[src/rtl/otv_pkg.sv]
package otv_pkg;

  localparam int WINDOW_SAMPLES_DEF = 8;
  localparam int QUEUE_DEPTH        = 2;
  localparam int WARMUP_SKIP        = 2;

  localparam int TICK_W   = 24;
  localparam int MARGIN_W = 4;
  localparam int TUNE_W   = 6;
  localparam int DATA_W   = 32;
  localparam int ADDR_W   = 3;

  localparam logic [TICK_W-1:0]          TARGET_RESET = 24'd1000000;
  localparam logic [MARGIN_W-1:0]        MARGIN_RESET = 4'd1;
  localparam logic signed [TUNE_W-1:0]   TUNE_MIN     = 6'sb100000;
  localparam logic signed [TUNE_W-1:0]   TUNE_MAX     = 6'sb011111;
  localparam logic signed [TUNE_W-1:0]   TUNE_STEP    = 6'sd1;

  localparam logic CMD_RECORD = 1'b0;
  localparam logic CMD_EVAL   = 1'b1;

  localparam logic REG_TARGET = 1'b0;
  localparam logic REG_MARGIN = 1'b1;

  typedef enum logic [1:0] {
    KIND_SKIP  = 2'd0,
    KIND_STORE = 2'd1,
    KIND_VOTE  = 2'd2
  } kind_t;

  typedef enum logic [1:0] {
    ACT_NONE = 2'd0,
    ACT_DOWN = 2'd1,
    ACT_UP   = 2'd2
  } action_t;

  typedef enum logic [1:0] {
    BK_IDLE   = 2'd0,
    BK_WALK   = 2'd1,
    BK_DRAIN  = 2'd2,
    BK_DECIDE = 2'd3
  } back_state_t;

  typedef struct packed {
    kind_t             kind;
    logic [TICK_W-1:0] ticks;
    logic              full;
  } desc_t;

  typedef struct packed {
    logic signed [TUNE_W-1:0] tune;
    action_t                  action;
    logic                     full;
  } res_t;

endpackage

[src/rtl/otv_fifo.sv]
module otv_fifo
  import otv_pkg::*;
#(
  parameter int WIDTH = 8,
  parameter int DEPTH = QUEUE_DEPTH
) (
  input  logic             clk,
  input  logic             rst_n,
  input  logic             push_i,
  input  logic [WIDTH-1:0] din_i,
  output logic             full_o,
  input  logic             pop_i,
  output logic [WIDTH-1:0] dout_o,
  output logic             empty_o
);

  localparam int PTR_W = (DEPTH > 1) ? $clog2(DEPTH) : 1;
  localparam int CNT_W = $clog2(DEPTH + 1);
  localparam logic [PTR_W-1:0] LAST_PTR = PTR_W'(DEPTH - 1);
  localparam logic [CNT_W-1:0] FULL_CNT = CNT_W'(DEPTH);

  logic [WIDTH-1:0] slot_r [DEPTH];
  logic [PTR_W-1:0] wr_ptr_r, wr_ptr_nxt;
  logic [PTR_W-1:0] rd_ptr_r, rd_ptr_nxt;
  logic [CNT_W-1:0] cnt_r, cnt_nxt;
  logic             do_push, do_pop;

  assign full_o  = (cnt_r == FULL_CNT);
  assign empty_o = (cnt_r == '0);
  assign dout_o  = slot_r[rd_ptr_r];
  assign do_push = push_i && !full_o;
  assign do_pop  = pop_i && !empty_o;

  always_comb begin
    wr_ptr_nxt = wr_ptr_r;
    rd_ptr_nxt = rd_ptr_r;
    cnt_nxt    = cnt_r;
    if (do_push) begin
      wr_ptr_nxt = (wr_ptr_r == LAST_PTR) ? '0 : wr_ptr_r + 1'b1;
    end
    if (do_pop) begin
      rd_ptr_nxt = (rd_ptr_r == LAST_PTR) ? '0 : rd_ptr_r + 1'b1;
    end
    if (do_push && !do_pop) begin
      cnt_nxt = cnt_r + 1'b1;
    end else if (do_pop && !do_push) begin
      cnt_nxt = cnt_r - 1'b1;
    end
  end

  always_ff @(posedge clk) begin
    if (!rst_n) begin
      wr_ptr_r <= '0;
      rd_ptr_r <= '0;
      cnt_r    <= '0;
    end else begin
      wr_ptr_r <= wr_ptr_nxt;
      rd_ptr_r <= rd_ptr_nxt;
      cnt_r    <= cnt_nxt;
    end
  end

  always_ff @(posedge clk) begin
    if (do_push) begin
      slot_r[wr_ptr_r] <= din_i;
    end
  end

endmodule

[src/rtl/otv_front.sv]
module otv_front
  import otv_pkg::*;
#(
  parameter int WINDOW_SAMPLES = WINDOW_SAMPLES_DEF
) (
  input  logic              clk,
  input  logic              rst_n,
  input  logic              push_i,
  input  logic              cmd_i,
  input  logic [TICK_W-1:0] ticks_i,
  input  logic              q_full_i,
  output logic              q_push_o,
  output desc_t             q_desc_o
);

  localparam int FILL_W = $clog2(WINDOW_SAMPLES + WARMUP_SKIP + 1);
  localparam logic [FILL_W-1:0] FULL_LEVEL = FILL_W'(WINDOW_SAMPLES + WARMUP_SKIP);
  localparam logic [FILL_W-1:0] SKIP_LEVEL = FILL_W'(WARMUP_SKIP);

  logic [FILL_W-1:0] fill_r, fill_nxt;
  logic              accept;

  assign accept   = push_i && !q_full_i;
  assign q_push_o = accept;

  always_comb begin
    fill_nxt       = fill_r;
    q_desc_o.ticks = ticks_i;
    q_desc_o.kind  = KIND_SKIP;
    q_desc_o.full  = (fill_r == FULL_LEVEL);
    if (cmd_i == CMD_RECORD) begin
      // warm-up records only advance the fill level
      q_desc_o.kind = (fill_r < SKIP_LEVEL) ? KIND_SKIP : KIND_STORE;
      if (fill_r != FULL_LEVEL) begin
        fill_nxt = fill_r + 1'b1;
      end
      q_desc_o.full = (fill_nxt == FULL_LEVEL);
    end else begin
      q_desc_o.kind = (fill_r == FULL_LEVEL) ? KIND_VOTE : KIND_SKIP;
    end
  end

  always_ff @(posedge clk) begin
    if (!rst_n) begin
      fill_r <= '0;
    end else if (accept) begin
      fill_r <= fill_nxt;
    end
  end

endmodule

[src/rtl/otv_back.sv]
module otv_back
  import otv_pkg::*;
#(
  parameter int WINDOW_SAMPLES = WINDOW_SAMPLES_DEF
) (
  input  logic                clk,
  input  logic                rst_n,
  input  logic                q_empty_i,
  input  desc_t               q_desc_i,
  output logic                q_pop_o,
  input  logic [TICK_W-1:0]   target_i,
  input  logic [MARGIN_W-1:0] margin_i,
  input  logic                r_full_i,
  output logic                r_push_o,
  output res_t                r_res_o
);

  localparam int PTR_W  = (WINDOW_SAMPLES > 1) ? $clog2(WINDOW_SAMPLES) : 1;
  localparam int CNT_W  = $clog2(WINDOW_SAMPLES + 1);
  localparam int VOTE_W = CNT_W + MARGIN_W + 1;
  localparam logic [PTR_W-1:0] LAST_IDX = PTR_W'(WINDOW_SAMPLES - 1);

  logic [TICK_W-1:0]        win_mem [WINDOW_SAMPLES];
  back_state_t              state_r, state_nxt;
  logic [PTR_W-1:0]         wr_ptr_r;
  logic [PTR_W-1:0]         idx_r;
  logic                     rd_vld_r;
  logic [TICK_W-1:0]        rdata_r;
  logic [CNT_W-1:0]         above_r, below_r;
  logic signed [TUNE_W-1:0] tune_r, tune_nxt;

  logic                     start;
  logic                     mem_we;
  logic [VOTE_W-1:0]        above_ext, below_ext, margin_ext;
  logic                     go_down, go_up;
  action_t                  action;

  assign start = (state_r == BK_IDLE) && !q_empty_i && !r_full_i;

  always_comb begin
    state_nxt = state_r;
    unique case (state_r)
      BK_IDLE: begin
        if (start && q_desc_i.kind == KIND_VOTE) begin
          state_nxt = BK_WALK;
        end
      end
      BK_WALK: begin
        if (idx_r == LAST_IDX) begin
          state_nxt = BK_DRAIN;
        end
      end
      BK_DRAIN:  state_nxt = BK_DECIDE;
      BK_DECIDE: state_nxt = BK_IDLE;
      default:   state_nxt = BK_IDLE;
    endcase
  end

  // vote decision on the finished counts
  always_comb begin
    above_ext  = VOTE_W'(above_r);
    below_ext  = VOTE_W'(below_r);
    margin_ext = VOTE_W'(margin_i);
    go_down    = above_ext > (below_ext + margin_ext);
    go_up      = !go_down && (below_ext > (above_ext + margin_ext));
    tune_nxt   = tune_r;
    action     = ACT_NONE;
    if (go_down && tune_r != TUNE_MIN) begin
      tune_nxt = tune_r - TUNE_STEP;
      action   = ACT_DOWN;
    end else if (go_up && tune_r != TUNE_MAX) begin
      tune_nxt = tune_r + TUNE_STEP;
      action   = ACT_UP;
    end
  end

  always_comb begin
    q_pop_o  = start;
    mem_we   = start && (q_desc_i.kind == KIND_STORE);
    r_push_o = 1'b0;
    r_res_o  = '{tune: tune_r, action: ACT_NONE, full: q_desc_i.full};
    unique case (state_r)
      BK_IDLE: begin
        r_push_o = start && (q_desc_i.kind != KIND_VOTE);
      end
      BK_DECIDE: begin
        r_push_o = 1'b1;
        r_res_o  = '{tune: tune_nxt, action: action, full: 1'b1};
      end
      default: begin
        r_push_o = 1'b0;
      end
    endcase
  end

  always_ff @(posedge clk) begin
    if (!rst_n) begin
      state_r  <= BK_IDLE;
      wr_ptr_r <= '0;
      idx_r    <= '0;
      rd_vld_r <= 1'b0;
      above_r  <= '0;
      below_r  <= '0;
      tune_r   <= '0;
    end else begin
      state_r  <= state_nxt;
      rd_vld_r <= (state_r == BK_WALK);
      if (mem_we) begin
        wr_ptr_r <= (wr_ptr_r == LAST_IDX) ? '0 : wr_ptr_r + 1'b1;
      end
      if (start) begin
        idx_r <= '0;
      end else if (state_r == BK_WALK) begin
        idx_r <= idx_r + 1'b1;
      end
      if (start) begin
        above_r <= '0;
        below_r <= '0;
      end else if (rd_vld_r) begin
        if (rdata_r > target_i) begin
          above_r <= above_r + 1'b1;
        end else if (rdata_r < target_i) begin
          below_r <= below_r + 1'b1;
        end
      end
      if (state_r == BK_DECIDE) begin
        tune_r <= tune_nxt;
      end
    end
  end

  // window is a ring: order does not matter to the vote
  always_ff @(posedge clk) begin
    if (mem_we) begin
      win_mem[wr_ptr_r] <= q_desc_i.ticks;
    end
    if (state_r == BK_WALK) begin
      rdata_r <= win_mem[idx_r];
    end
  end

  a_tune_only_on_decide: assert property (@(posedge clk) disable iff (!rst_n)
    (state_r != BK_DECIDE) |=> $stable(tune_r))
    else $error("tune changed outside a decision");

  a_down_steps_one: assert property (@(posedge clk) disable iff (!rst_n)
    (r_push_o && r_res_o.action == ACT_DOWN) |=> (tune_r == $past(tune_r) - TUNE_STEP))
    else $error("down action without a single step");

  a_up_steps_one: assert property (@(posedge clk) disable iff (!rst_n)
    (r_push_o && r_res_o.action == ACT_UP) |=> (tune_r == $past(tune_r) + TUNE_STEP))
    else $error("up action without a single step");

  a_no_pop_while_busy: assert property (@(posedge clk) disable iff (!rst_n)
    (state_r != BK_IDLE) |-> !q_pop_o)
    else $error("descriptor taken during a vote");

endmodule

[src/rtl/oscillator_trim_vote.sv]
// Channel   Handshake            Payload
// input     push / full          in_cmd, in_sample_ticks
// result    pop / empty          out_tune_value, out_adjust_action, out_window_full
// config    APB psel/penable     target_ticks at 0x0, vote_margin at 0x4
//
// A record item, or an evaluate item before the window is full, is handled in the idle
// state of the back end; an evaluate item on a full window passes the walk, drain and
// decide states, the single read port walking the window one entry per cycle.
// Reset clears control state only; window entries need none, since a vote waits
// for a full window. Two-entry queues sit between front, back and result port.
module oscillator_trim_vote
  import otv_pkg::*;
#(
  parameter int WINDOW_SAMPLES = WINDOW_SAMPLES_DEF
) (
  input  logic                     clk,
  input  logic                     rst_n,
  input  logic                     push,
  output logic                     full,
  input  logic                     in_cmd,
  input  logic [TICK_W-1:0]        in_sample_ticks,
  output logic                     empty,
  input  logic                     pop,
  output logic signed [TUNE_W-1:0] out_tune_value,
  output logic [1:0]               out_adjust_action,
  output logic                     out_window_full,
  input  logic                     psel,
  input  logic                     penable,
  input  logic                     pwrite,
  input  logic [ADDR_W-1:0]        paddr,
  input  logic [DATA_W-1:0]        pwdata,
  output logic [DATA_W-1:0]        prdata,
  output logic                     pready
);

  logic [TICK_W-1:0]   target_r;
  logic [MARGIN_W-1:0] margin_r;
  logic                cfg_wr;

  desc_t desc_in, desc_out;
  logic  cq_push, cq_full, cq_pop, cq_empty;
  res_t  res_in, res_out;
  logic  rq_push, rq_full;

  assign pready = 1'b1;
  assign cfg_wr = psel && penable && pwrite && pready;

  always_ff @(posedge clk) begin
    if (!rst_n) begin
      target_r <= TARGET_RESET;
      margin_r <= MARGIN_RESET;
    end else if (cfg_wr) begin
      unique case (paddr[2])
        REG_TARGET: target_r <= pwdata[TICK_W-1:0];
        REG_MARGIN: margin_r <= pwdata[MARGIN_W-1:0];
        default:    target_r <= target_r;
      endcase
    end
  end

  always_comb begin
    unique case (paddr[2])
      REG_TARGET: prdata = DATA_W'(target_r);
      REG_MARGIN: prdata = DATA_W'(margin_r);
      default:    prdata = '0;
    endcase
  end

  otv_front #(
    .WINDOW_SAMPLES(WINDOW_SAMPLES)
  ) u_front (
    .clk      (clk),
    .rst_n    (rst_n),
    .push_i   (push),
    .cmd_i    (in_cmd),
    .ticks_i  (in_sample_ticks),
    .q_full_i (cq_full),
    .q_push_o (cq_push),
    .q_desc_o (desc_in)
  );

  assign full = cq_full;

  otv_fifo #(
    .WIDTH($bits(desc_t)),
    .DEPTH(QUEUE_DEPTH)
  ) u_cmd_q (
    .clk     (clk),
    .rst_n   (rst_n),
    .push_i  (cq_push),
    .din_i   (desc_in),
    .full_o  (cq_full),
    .pop_i   (cq_pop),
    .dout_o  (desc_out),
    .empty_o (cq_empty)
  );

  otv_back #(
    .WINDOW_SAMPLES(WINDOW_SAMPLES)
  ) u_back (
    .clk       (clk),
    .rst_n     (rst_n),
    .q_empty_i (cq_empty),
    .q_desc_i  (desc_out),
    .q_pop_o   (cq_pop),
    .target_i  (target_r),
    .margin_i  (margin_r),
    .r_full_i  (rq_full),
    .r_push_o  (rq_push),
    .r_res_o   (res_in)
  );

  otv_fifo #(
    .WIDTH($bits(res_t)),
    .DEPTH(QUEUE_DEPTH)
  ) u_res_q (
    .clk     (clk),
    .rst_n   (rst_n),
    .push_i  (rq_push),
    .din_i   (res_in),
    .full_o  (rq_full),
    .pop_i   (pop),
    .dout_o  (res_out),
    .empty_o (empty)
  );

  assign out_tune_value    = res_out.tune;
  assign out_adjust_action = res_out.action;
  assign out_window_full   = res_out.full;

endmodule
[config.mk]
export PLATFORM = sky130hd
export DESIGN_NAME = oscillator_trim_vote
export DESIGN_NICKNAME = d
export VERILOG_FILES = /design/src/rtl/otv_pkg.sv /design/src/rtl/otv_fifo.sv /design/src/rtl/otv_front.sv /design/src/rtl/otv_back.sv /design/src/rtl/oscillator_trim_vote.sv
export SDC_FILE = /design/constraint.sdc
export NUM_CORES = 1
export LEC_CHECK = 0
export BUFFER_PORTS_ARGS = -buffer_cell sky130_fd_sc_hd__buf_2
export CAP_MARGIN = 20
export CORE_AREA = 3 3 169 171
export DETAILED_ROUTE_END_ITERATION = 8
export DIE_AREA = 0 0 172 174
export GPL_ROUTABILITY_DRIVEN = 0
export PLACE_DENSITY = 0.81
export SYNTH_ARGS = -nofsm -noshare
export SYNTH_HDL_FRONTEND = slang
export SYNTH_SLANG_ARGS = --single-unit
[constraint.sdc]
create_clock -name clk -period 10.9 [get_ports clk]
set_clock_uncertainty 0.2 [all_clocks]
set_input_delay 0.545 -clock clk [delete_from_list [all_inputs] [get_ports clk]]
set_output_delay 0.545 -clock clk [all_outputs]
set_load 0.03 [all_outputs]
# Word-level counts from Yosys, hierarchy flattened
# Memories as Yosys holds them, arrays and structs flattened. A register that Yosys moved wholly into a read port is not among the register bits.
# Cells that the tools add are included.
dict set report word_totals {
  ramBits 264
  rom_bits 0
  inputBits 67
  register_bits 63
  mem_count 3
  word_cells 137
  latch_bits 0
}
# memory depth width rd rd_ports_with_merged_regs wr line_no
set mem_list {}
lappend mem_list {u_back.win_mem 8 24 1 1 1 otv_back.sv:23} ;# logic [TICK_W-1:0] win_mem [WINDOW_SAMPLES];
lappend mem_list {u_cmd_q.slot_r 2 27 1 1 1 otv_fifo.sv:22} ;# logic [WIDTH-1:0] slot_r [DEPTH];
lappend mem_list {u_res_q.slot_r 2 9 1 1 1 otv_fifo.sv:22}
dict set report op_classes {
  addsub 17
  bitwise 4
  reduce_logical 40
  shifts 0
  div 0
  magnitude_cmp 5
  eq_ne 17
  n_mul 0
  n_mux 35
}
# cell count
set ops {}
lappend ops {{32-bit case mux with 2 select lines} 1}
lappend ops {{24-bit > comparator} 1}
lappend ops {{24-bit less-than comparator} 1}
lappend ops {{2-bit 2-to-1 mux} 10}
lappend ops {{1-bit logical AND} 19}
lappend ops {{4-bit by 9-bit > comparator with 1-bit output} 2}
lappend ops {{1-bit 2-to-1 mux} 16}
lappend ops {{4-bit by 1-bit adder with 4-bit output, second input constant} 3}
lappend ops {{6-bit 2-to-1 mux} 2}
lappend ops {{6-bit != test, second input constant} 2}
lappend ops {{4-bit by 4-bit adder with 5-bit output} 2}
lappend ops {{2-bit == test, second input constant} 5}
lappend ops {{2-bit AND reduction} 5}
lappend ops {{1-bit logical NOT} 9}
lappend ops {{9-bit 2-to-1 mux} 1}
lappend ops {{4-bit == test, second input constant} 2}
lappend ops {{4-bit 2-to-1 mux} 2}
lappend ops {{2-bit case mux with 4 select lines} 1}
lappend ops {{3-bit by 1-bit adder with 3-bit output, second input constant} 2}
lappend ops {{6-bit by 2-bit adder with 6-bit output, second input constant} 1}
lappend ops {{3-bit == test, second input constant} 2}
lappend ops {{2-bit logical NOT} 3}
lappend ops {{6-bit by 2-bit subtractor with 6-bit output, second input constant} 1}
lappend ops {{1-bit adder, second input constant} 4}
lappend ops {{13 further kinds} 21}

# Longest topological paths before layout
dict set report logic_depth {
  ltp_word 11
  depth_mapped 11
}

# Modules after synthesis
# Synthesis repeated with hierarchy kept, for this count alone.
dict set report hier_totals {
  hier_cells 1008
  hier_area_um2 15444.8
}
# module instances seq_area_each_um2 area_each_um2 cells_per_inst
set modules_own_cells {}
lappend modules_own_cells {otv_back 1 6946.7 10458.8 628}
lappend modules_own_cells {{otv_fifo (u_cmd_q)} 1 1721.7 2179.6 109}
lappend modules_own_cells {oscillator_trim_vote 1 560.5 1435.1 158}
lappend modules_own_cells {{otv_fifo (u_res_q)} 1 640.6 880.8 53}
lappend modules_own_cells {otv_front 1 80.1 490.5 60}

# Worst setup path before layout
# OpenSTA, ideal clock, no wires.
dict set report synth_timing {
  path_kind {register to register}
  from {register u_back.state_r[0]}
  to {memory u_back.win_mem[0][0], enable pin}
  t_required_ns 10.265
  setup_ns 0.435
  slack_ns 7.313
  t_arrival_ns 2.952
  stages_incl_launch_ff 7
  path_cell_list {dfxtp_1 > inv_1 > ha_1 > o211ai_2 > nand2b_1 > or2_2 > nor3_1}
}
dict set report synth_between {
  elab_chain_len 6
}
# item line_no
set synth_rtl {}
lappend synth_rtl {{from (decl)} otv_back.sv:24} ;# back_state_t state_r, state_nxt;
lappend synth_rtl {{from (signal assigned)} otv_back.sv:106} ;# state_r <= state_nxt;
lappend synth_rtl {{2-bit logical NOT} otv_back.sv:38} ;# assign start = (state_r == BK_IDLE) && !q_empty_i && !r_full_i;
lappend synth_rtl {{1-bit logical AND (2 in series)} otv_back.sv:38}
lappend synth_rtl {{1-bit logical AND} otv_back.sv:79} ;# mem_we = start && (q_desc_i.kind == KIND_STORE);
lappend synth_rtl {{1-bit 2-to-1 mux} otv_back.sv:134} ;# if (mem_we) begin
lappend synth_rtl {{1-bit 2-to-1 mux (implied by the code)} otv_back.sv:135} ;# win_mem[wr_ptr_r] <= q_desc_i.ticks;
lappend synth_rtl {{to (decl)} otv_back.sv:23}
# No other way between the ends.

==> metrics.txt <==
outcome=finished clean; hold buffers post-CTS=7; CTS resizes=0; Fillers=1892; PwrDens=213 mW/mm^2; setup violators final=0; R2R Setup Slk=7.57 ns; DRT iter0 DRCs=832; number of global-route vias before repair=8583; Residual DRC=0; Syn Std Cell Area=0.0149 sq mm; worst slew pin tran=0.990 ns; hold endpoint=u_cmd_q.slot_r[1][11]; Final ANT Viol Nets=0; Worst setup EP type=register; crit path launch=margin_r[0]; Core Area=0.0270 sq mm; hold path depth=1; critical path class=reg -> reg; Die Wd=172 um; CTS max path bufs=3; post-synthesis sequential area ratio=66.9%; Worst slew margin=34.0%; CP Launch Type=register; Design Power=3620 uW; most frequent cell after synthesis=edfxtp_1; grt ovf=0; Setup TNS Final=0 ns; Final #Nets=1202; fmax=301 MHz; Fin Hold WS=0.0132 ns; type of the tightest min-delay check=in -> reg; worst r2r src=margin_r[0]; ratio of cells with drive above 1 in the final layout=26.5%; first-pass GRT wire length=47200 um; Initial Util=55.0%; Die ar.=0.0299 sq mm; Synth top cells by count=edfxtp_1 (288), nand2_1 (73), dfxtp_1 (65); htree depth=2; hold path start=in_sample_ticks[10]; via count=8504; EDFF count, synth=288; Main synth FF type=edfxtp_1; area of the multi-input gates=0.00461 sq mm; vias per inst=5.88; row cnt=60; GR Util All Layers=20.5%; syn_area_per_cell=15.4 sq um; final hold vios=0; number of max-cap violations=0; Avg WL per Cell=21.1 um; post-synth cell types=56; Pre-antenna DRT Iters=6; Clock transition at path regs=0.06 ns; Synth-to-Final Area Change=14.3%; Cells after Synth=967; CP required=10.95 ns; ys async rst share=0%; Yosys top cell area share=58.2%; # IOs=111; final WL=30600 um; Setup Fix Bufs, Post-CTS=0; clock sink total=353; largest cells by area after synthesis=edfxtp_1 (58%), dfxtp_1 (8.8%), mux4_2 (7.3%); Worst Path Arrival=3.37 ns; Max Slew Vio Count=0; root buf cell=clkbuf_16; I/O Buffers=91; cell taking the most area after synthesis=edfxtp_1; post-route minimum period=3.33 ns; synth warn=0; Storage cell area=0.00995 sq mm; Max FO, Critical Path=4; VDD IR max=0.125 mV; Die Ht=174 um; Synth Register Bits=353; cts bufs inserted=37; CTS tree=yes; Worst-Skew Late Latency=0.52 ns; largest net degree at the start of global routing=51; initial antenna violation count=1; RSZ-0062 raised after global routing=no; DP HPWL=17800 um; final worst-path cycle share=30.5%; Leak=0.00599 uW; R2R cell count=10; reg2reg end=u_res_q.slot_r[1][7]
## how the worst max path moves through the flow
stage	to	slack [ns]	cells after the start
2_1_floorplan	u_back.win_mem[0][0]	7.31	6
3_3_place_gp	u_res_q.slot_r[0][5]	7.66	10
3_5_place_dp	u_res_q.slot_r[1][7]	7.58	10
4_1_cts	u_res_q.slot_r[1][7]	7.58	10
5_1_grt	u_res_q.slot_r[1][7]	7.37	10
6_report	u_res_q.slot_r[1][7]	7.57	10
## logic make-up (layout without fill, tap and decap cells)
| family | after synthesis | in the layout | share of synthesized area (%) |
|---|---|---|---|
| AO/OA/AOI/OAI | 106 | 106 | 4.87 |
| XOR/XNOR | 23 | 23 | 1.36 |
| adder cells (fa/ha/maj) | 59 | 59 | 5.07 |
| buffers and inverters | 95 | 226 | 2.66 |
| flip-flops | 353 | 353 | 66.9 |
| multiplexers | 117 | 117 | 12.4 |
| other | 2 | 10 | 0.0505 |
| AND/OR/NAND/NOR | 212 | 212 | 6.65 |
## report_power, final
group	leakage, uW	switching (uW)	internal (uW)
clock	0.000590	513	724
sequential	0.00315	49.4	1670
combinational	0.00225	405	263
## layout by cell type, fill, tap and decap left out, drive strengths merged, types with 11 or more instances in the layout
master	n
clkbuf	41
xnor2	13
o211ai	12
nor2	60
nand2	73
mux2	58
inv	51
o21ai	16
a21oi	42
dfxtp	65
clkinv	20
ha	57
buf	100
edfxtp	288
mux4	48
nand4	11
mux2i	11
nand3	19
## sequential cells by signal (all words and copies together), names as in the netlist, 4 cells and up, named ones only
register,cells
u_back.above_r,4
target_r,24
u_back.win_mem,192
u_back.tune_r,6
u_front.fill_r,4
margin_r,4
u_back.rdata_r,24
u_cmd_q.slot_r,54
u_back.below_r,4
u_res_q.slot_r,18
## metrics by stage
stage          cell area, sq um  utilization [%]  setup slack [ns]  instances
4_1_cts                   17000             62.8              7.58       1445
3_5_place_dp              15700             58.1              7.58       1370
2_1_floorplan             14900                -              7.31        974
6_report                  17000             62.9              7.57       1447
3_3_place_gp              15700             58.1              7.66       1370
5_1_grt                   17000             62.9              7.37       1447
## layer usage
metal	vias to the layer above	global-route usage, %	wire length [um]
met1	4188	27.7	12400
met5	-	0	0
li1	3867	-	-
met3	69	3.43	2090
met2	380	34.3	15300
met4	0	6.62	783
## worst max-delay path, cell delays in order, from the launching register on
cell	delay, ns
dfxtp_1	0.35
ha_1	0.24
fa_1	0.49
inv_1	0.04
ha_1	0.27
nor2b_1	0.14
o31ai_2	0.32
a21oi_1	0.17
nor4_2	0.45
a32oi_1	0.19
xnor2_1	0.20
## cell type report
class                           instances  area share, %
Inverter                               50           1.10
Sequential cell                       353           58.6
Clock buffer                           41           5.54
Multi-Input combinational cell        526           27.1
Clock inverter                         27           1.55
Timing Repair Buffer                  108           3.55
Tap cell                              341           2.51
Antenna cell                            1         0.0147
Power figures use the tool's default switching activity.
